$ cat src/bitmap_page_allocator_assert.svh
// ----------------------------------------------------------------------------
// bitmap_page_allocator_assert.svh
// assertion macros used by the allocator sequencer (bpa_ctrl)
// ----------------------------------------------------------------------------
`ifndef BITMAP_PAGE_ALLOCATOR_ASSERT_SVH
`define BITMAP_PAGE_ALLOCATOR_ASSERT_SVH

// same-cycle implication, sampled on clk, off while rst_n is low
`define BPA_ASSERT_SAME(label, ante, cons) \
    label: assert property (@(posedge clk) disable iff (!rst_n) (ante) |-> (cons)) \
        else $error("bitmap page allocator assertion failed");

// next-cycle implication, sampled on clk, off while rst_n is low
`define BPA_ASSERT_NEXT(label, ante, cons) \
    label: assert property (@(posedge clk) disable iff (!rst_n) (ante) |=> (cons)) \
        else $error("bitmap page allocator assertion failed");

`endif

$ cat src/bpa_pkg.sv
`timescale 1ns / 1ps
// ----------------------------------------------------------------------------
// bpa_pkg
// types, codes and helpers shared by the bitmap page allocator
// ----------------------------------------------------------------------------
package bpa_pkg;

    localparam int ADDR_W      = 24;
    localparam int COUNT_W     = 13;
    localparam int TOTAL_W     = 13;
    localparam int WORD_BITS   = 64;
    localparam int WORD_SHIFT  = 6;
    localparam int APB_ADDR_W  = 3;
    localparam int APB_DATA_W  = 32;

    localparam logic [TOTAL_W-1:0] TOTAL_PAGES_RESET = 13'd4096;

    // register index, taken from paddr bit 2
    localparam logic REG_TOTAL_PAGES = 1'b0;

    localparam logic [1:0] FUNC_ALLOC   = 2'd0;
    localparam logic [1:0] FUNC_FREE    = 2'd1;
    localparam logic [1:0] FUNC_RELEASE = 2'd2;
    localparam logic [1:0] FUNC_RESERVE = 2'd3;

    typedef struct packed {
        logic [1:0]         func;
        logic [ADDR_W-1:0]  address;
        logic [COUNT_W-1:0] page_count;
    } bpa_req_t;

    typedef struct packed {
        logic              status;
        logic [ADDR_W-1:0] page_address;
    } bpa_resp_t;

    // controller to datapath
    typedef struct packed {
        logic clear;      // write one all-ones word of the power-up fill
        logic load;       // capture a new item
        logic prime;      // issue the first word read
        logic scan;       // process the word on the read port
        logic fin_empty;  // finish an item that touches no word
    } bpa_ctl_t;

    // datapath to controller
    typedef struct packed {
        logic clear_last;
        logic empty;
        logic scan_last;
    } bpa_sts_t;

    // index of the lowest set bit, six halving steps
    function automatic logic [WORD_SHIFT-1:0] lowest_one(input logic [WORD_BITS-1:0] v);
        logic [WORD_BITS-1:0]  x;
        logic [WORD_SHIFT-1:0] idx;
        x   = v;
        idx = '0;
        for (int k = WORD_SHIFT - 1; k >= 0; k--)
        begin
            if ((x & ((64'd1 << (1 << k)) - 64'd1)) == 64'd0)
            begin
                idx[k] = 1'b1;
                x      = x >> (1 << k);
            end
        end
        return idx;
    endfunction

endpackage

$ cat src/bpa_ctrl.sv
`timescale 1ns / 1ps
// ----------------------------------------------------------------------------
// bpa_ctrl
// sequencer: power-up fill, item setup, word scan and result beat
// ----------------------------------------------------------------------------
module bpa_ctrl
    import bpa_pkg::*;
(
    input  logic     clk,
    input  logic     rst_n,
    input  logic     start,
    input  bpa_sts_t sts,
    output bpa_ctl_t ctl,
    output logic     busy,
    output logic     done
);

`include "bitmap_page_allocator_assert.svh"

    typedef enum logic [2:0] {
        ST_INIT,
        ST_IDLE,
        ST_SETUP,
        ST_SCAN,
        ST_DONE
    } state_t;

    state_t state_reg, state_next;
    logic   busy_reg, done_reg;

    always_comb
    begin
        state_next = state_reg;
        ctl        = '0;
        case (state_reg)
            ST_INIT:
            begin
                ctl.clear = 1'b1;
                if (sts.clear_last)
                begin
                    state_next = ST_IDLE;
                end
            end
            ST_IDLE:
            begin
                if (start)
                begin
                    ctl.load   = 1'b1;
                    state_next = ST_SETUP;
                end
            end
            ST_SETUP:
            begin
                if (sts.empty)
                begin
                    ctl.fin_empty = 1'b1;
                    state_next    = ST_DONE;
                end
                else
                begin
                    ctl.prime  = 1'b1;
                    state_next = ST_SCAN;
                end
            end
            ST_SCAN:
            begin
                ctl.scan = 1'b1;
                if (sts.scan_last)
                begin
                    state_next = ST_DONE;
                end
            end
            ST_DONE:
            begin
                state_next = ST_IDLE;
            end
            default:
            begin
                state_next = ST_IDLE;
            end
        endcase
    end

    always_ff @(posedge clk or negedge rst_n)
    begin
        if (!rst_n)
        begin
            state_reg <= ST_INIT;
            busy_reg  <= 1'b1;
            done_reg  <= 1'b0;
        end
        else
        begin
            state_reg <= state_next;
            busy_reg  <= (state_next != ST_IDLE);
            done_reg  <= (state_next == ST_DONE);
        end
    end

    assign busy = busy_reg;
    assign done = done_reg;

    `BPA_ASSERT_NEXT(a_done_single, done_reg, !done_reg)
    `BPA_ASSERT_NEXT(a_accept_busy, start && !busy_reg, busy_reg && !done_reg)
    `BPA_ASSERT_SAME(a_done_while_busy, done_reg, busy_reg && state_reg == ST_DONE)

endmodule

$ cat config.mk
export PLATFORM = sky130hd
export DESIGN_NAME = bpa_ctrl
export DESIGN_NICKNAME = d
export VERILOG_FILES = /design/src/bpa_pkg.sv /design/src/bpa_ctrl.sv
export VERILOG_INCLUDE_DIRS = /design/src /design/src/src
export SDC_FILE = /design/constraint.sdc
export NUM_CORES = 1
export LEC_CHECK = 0
export BUFFER_PORTS_ARGS = -buffer_cell sky130_fd_sc_hd__buf_2
export CAP_MARGIN = 25
export CORE_AREA = 5 5 42 44
export CTS_CLUSTER_SIZE = 20
export DETAILED_ROUTE_END_ITERATION = 8
export DIE_AREA = 0 0 47 49
export GPL_ROUTABILITY_DRIVEN = 0
export PLACE_DENSITY_LB_ADDON = 0.08
export SLEW_MARGIN = 30
export SYNTH_ARGS = -nofsm -noshare
export SYNTH_HDL_FRONTEND = slang
export SYNTH_SLANG_ARGS = --single-unit
export TNS_END_PERCENT = 100
$ cat constraint.sdc
create_clock -name clk -period 1.5 [get_ports clk]
set_input_delay 0.075 -clock clk [delete_from_list [all_inputs] [get_ports clk]]
set_output_delay 0.075 -clock clk [all_outputs]
set_load 0.03 [all_outputs]
==> impl_metrics.csv <==
group,metric,value,unit
run,drv_cap,0,
sta,fin_ws,0.0773,ns
critical_path,crit_fanout,9,
critical_path,startpoint_type,"register",
clock_network,h-tree-depth,1,
critical_path,crit_chain,"nor4b_2 -> buf_2",
global_route,antenna_found_initial,0,
floorplanning,rows,14,
detailed_routing,avgRoutedWirePerCell,11.4,microns
sta,grt_setup_unrepaired,"true",
cells_and_area,drive_gt1_frac,0.526,
placement,port_buffers,12,
critical_path,crit_required,1.42,ns
yosys,async_flop_share,1.00,
floorplanning,dieArea,2300,sq um
yosys,netlist.area_leader.share,0.367,
yosys,avgSynthCellArea,11.9,sq um
power_and_ir_drop,leakagePower,0.193,nW
yosys,ys_ff_latch,5,
global_route,grt_pass1_wl,1020,microns
yosys,synth_top_flop_cell,"dfrtp_1",
power_and_ir_drop,power.density,2160,nW/um^2
floorplanning,die_y,49,microns
critical_path,cp_top_family,"flip-flops",
critical_path,crit_type,"reg2out",
detailed_routing,via_per_inst,4.24,
sta,tns,0,ns
clock_network,cts_tree,"built",
yosys,synth_cells,23,
status,status,"finished clean",
yosys,seq_area_frac_synth,0.463,
sta,maxSlewViolCount,0,
cells_and_area,areaGrowthSynthToFinish,35.8,%
critical_path,crit_arrival,1.35,ns
global_route,grt_max_degree,10,
yosys,syn_area,273,sq um
floorplanning,die_w,47,microns
global_route,grtUsageTotal,0.0637,
floorplanning,core,1400,sq um
cells_and_area,fill_cells,162,
sta,slew_headroom,0.794,
clock_network,clockRootBuffer,"clkbuf_4",
sta,tightest_slew,0.309,ns
sta,setup_viol,0,
yosys,synth.most_common_cell,"dfrtp_1",
clock_network,cts.clk_slew.worst_paths,0.05,ns
detailed_routing,routed_wl,614,microns
detailed_routing,drtAntennaViolNets,0,
min_path,worst_hold_path_type,"in2reg",
global_route,grt_pass1_vias,242,
critical_path,critPathCaptureType,"output port",
clock_network,numCtsBuffers,3,
yosys,synth_edf_count,0,
clock_network,cts_resized,0,
critical_path,slowest_stage,"dfrtp_1",
sta,fin_crit_sh,0.948,
global_route,grt.overflow.total,0,
sta,finalCriticalPeriod,1.42,ns
clock_network,cts_max_path_buffers,2,
detailed_routing,drt-initial-drc-count,2,
critical_path,slowest_delay,0.48,ns
yosys,synthesis.nets,29,
yosys,synth_top_cell_by_area,"dfrtp_1",
yosys,ys_top_cells_by_area,"dfrtp_1 (37%), nor4b_2 (11%), dfstp_2 (9.6%)",
cells_and_area,fin_nets,45,
yosys,synthDistinctLibCells,16,
detailed_routing,drc,0,
cells_and_area,antenna_cells,0,
clock_network,postCtsSetupRepairBufs,0,
yosys,yosysWarnings,0,
clock_network,worstSkewPairLatency,0.24,ns
sta,clock_skew,0.00110,ns
clock_network,cts_sinks,5,
sta,hold_viol_final,0,
floorplanning,ioPinCount,13,
floorplanning,start_util,0.195,
power_and_ir_drop,vdd_drop_max,0.000542,V
placement,preCtsSetupSlack,0.321,ns
sta,fmax,703,MHz
cells_and_area,largest_reg_flops,3,
yosys,synth_commonest_cells,"dfrtp_1 (4), inv_1 (2), mux2i_1 (2), nor3_1 (2), nor4b_2 (2)",
critical_path,worst-path-buf-inv,1,
detailed_routing,dr.pass1.iters,2,
detailed_routing,num_vias,229,
[final timing paths]
kind,start,end,slack (ns),cells past startpoint
worst max-delay path,state_reg[2],ctl[2],0.08,2
worst min-delay path,sts[0],state_reg[1],0.13,3
worst max register to register,state_reg[2],state_reg[1],0.35,2
worst min register to register,state_reg[2],state_reg[2],0.65,1
max in group asynchronous,rst_n,busy,1.12,2
min in group asynchronous,rst_n,state_reg[2],0.17,2
[metal layers]
layer  vias to the layer above  track usage  part of all wire
met5                         -            0                 0
met4                         0       0.0415                 0
met3                         0       0.0369             0.064
met2                         4       0.0995              0.57
met1                       114       0.0603              0.37
li1                        111            -                 -
[placed cells by master (no fill, tap or decap)]
cell,Yosys,layout
nor3b_1,1,1
nor2_1,1,1
nand2_1,1,1
and3b_1,1,1
nor4b_2,2,2
nor3_1,2,2
clkbuf_4,0,3
a211o_1,1,1
dfrtp_1,4,4
buf_2,0,12
dfstp_2,1,1
dlygate4sd3_1,0,1
nor3b_2,1,1
a21oi_1,1,1
inv_1,2,2
o21ba_2,1,1
clkbuf_1,0,1
mux2i_1,2,2
[metrics by stage]
stage | total power, mW | instances | instance area (sq um) | hold slack [ns] | util
after floorplan | 0.577 | 23 | 273 | -0.221 | -
after global placement | 0.645 | 49 | 334 | -0.101 | 0.238
after detailed placement | 0.650 | 49 | 334 | -0.105 | 0.238
after CTS | 0.814 | 54 | 370 | 0.121 | 0.264
after global routing | 0.856 | 54 | 370 | 0.140 | 0.264
final | 0.799 | 54 | 370 | 0.131 | 0.264
[cell type report]
| cell class | count | area (sq um) | area share |
|---|---|---|---|
| Sequential cell | 5 | 126 | 0.341 |
| Multi-Input combinational cell | 14 | 120 | 0.324 |
| Timing Repair Buffer | 13 | 70.1 | 0.189 |
| Clock buffer | 4 | 26.3 | 0.0709 |
| Tap cell | 16 | 20.0 | 0.0541 |
| Inverter | 2 | 7.51 | 0.0203 |
[repair_timing]
item / 4_1_cts / 5_1_grt
hold endpoints to repair: 5 / 0
setup endpoints to repair: 0 / 1
hold buffers: 1 / 0
[power breakdown]
| group | switching (mW) | internal (mW) |
|---|---|---|
| sequential | 0.0832 | 0.199 |
| combinational | 0.214 | 0.145 |
| clock | 0.0565 | 0.101 |
| total | 0.354 | 0.445 |
[kinds of logic (layout without fill, tap and decap cells)]
family | after synthesis | after routing | synth area share
simple gates | 9 | 9 | 0.280
flops | 5 | 5 | 0.463
buf+inv | 4 | 19 | 0.0963
compound gates | 3 | 3 | 0.0871
mux | 2 | 2 | 0.0734
[worst register-to-register path: stages (launching register included)]
cell and delay [ns]:
dfrtp_1 0.51, and3b_1 0.23, a211o_1 0.29
Power figures use the tool's default switching activity.
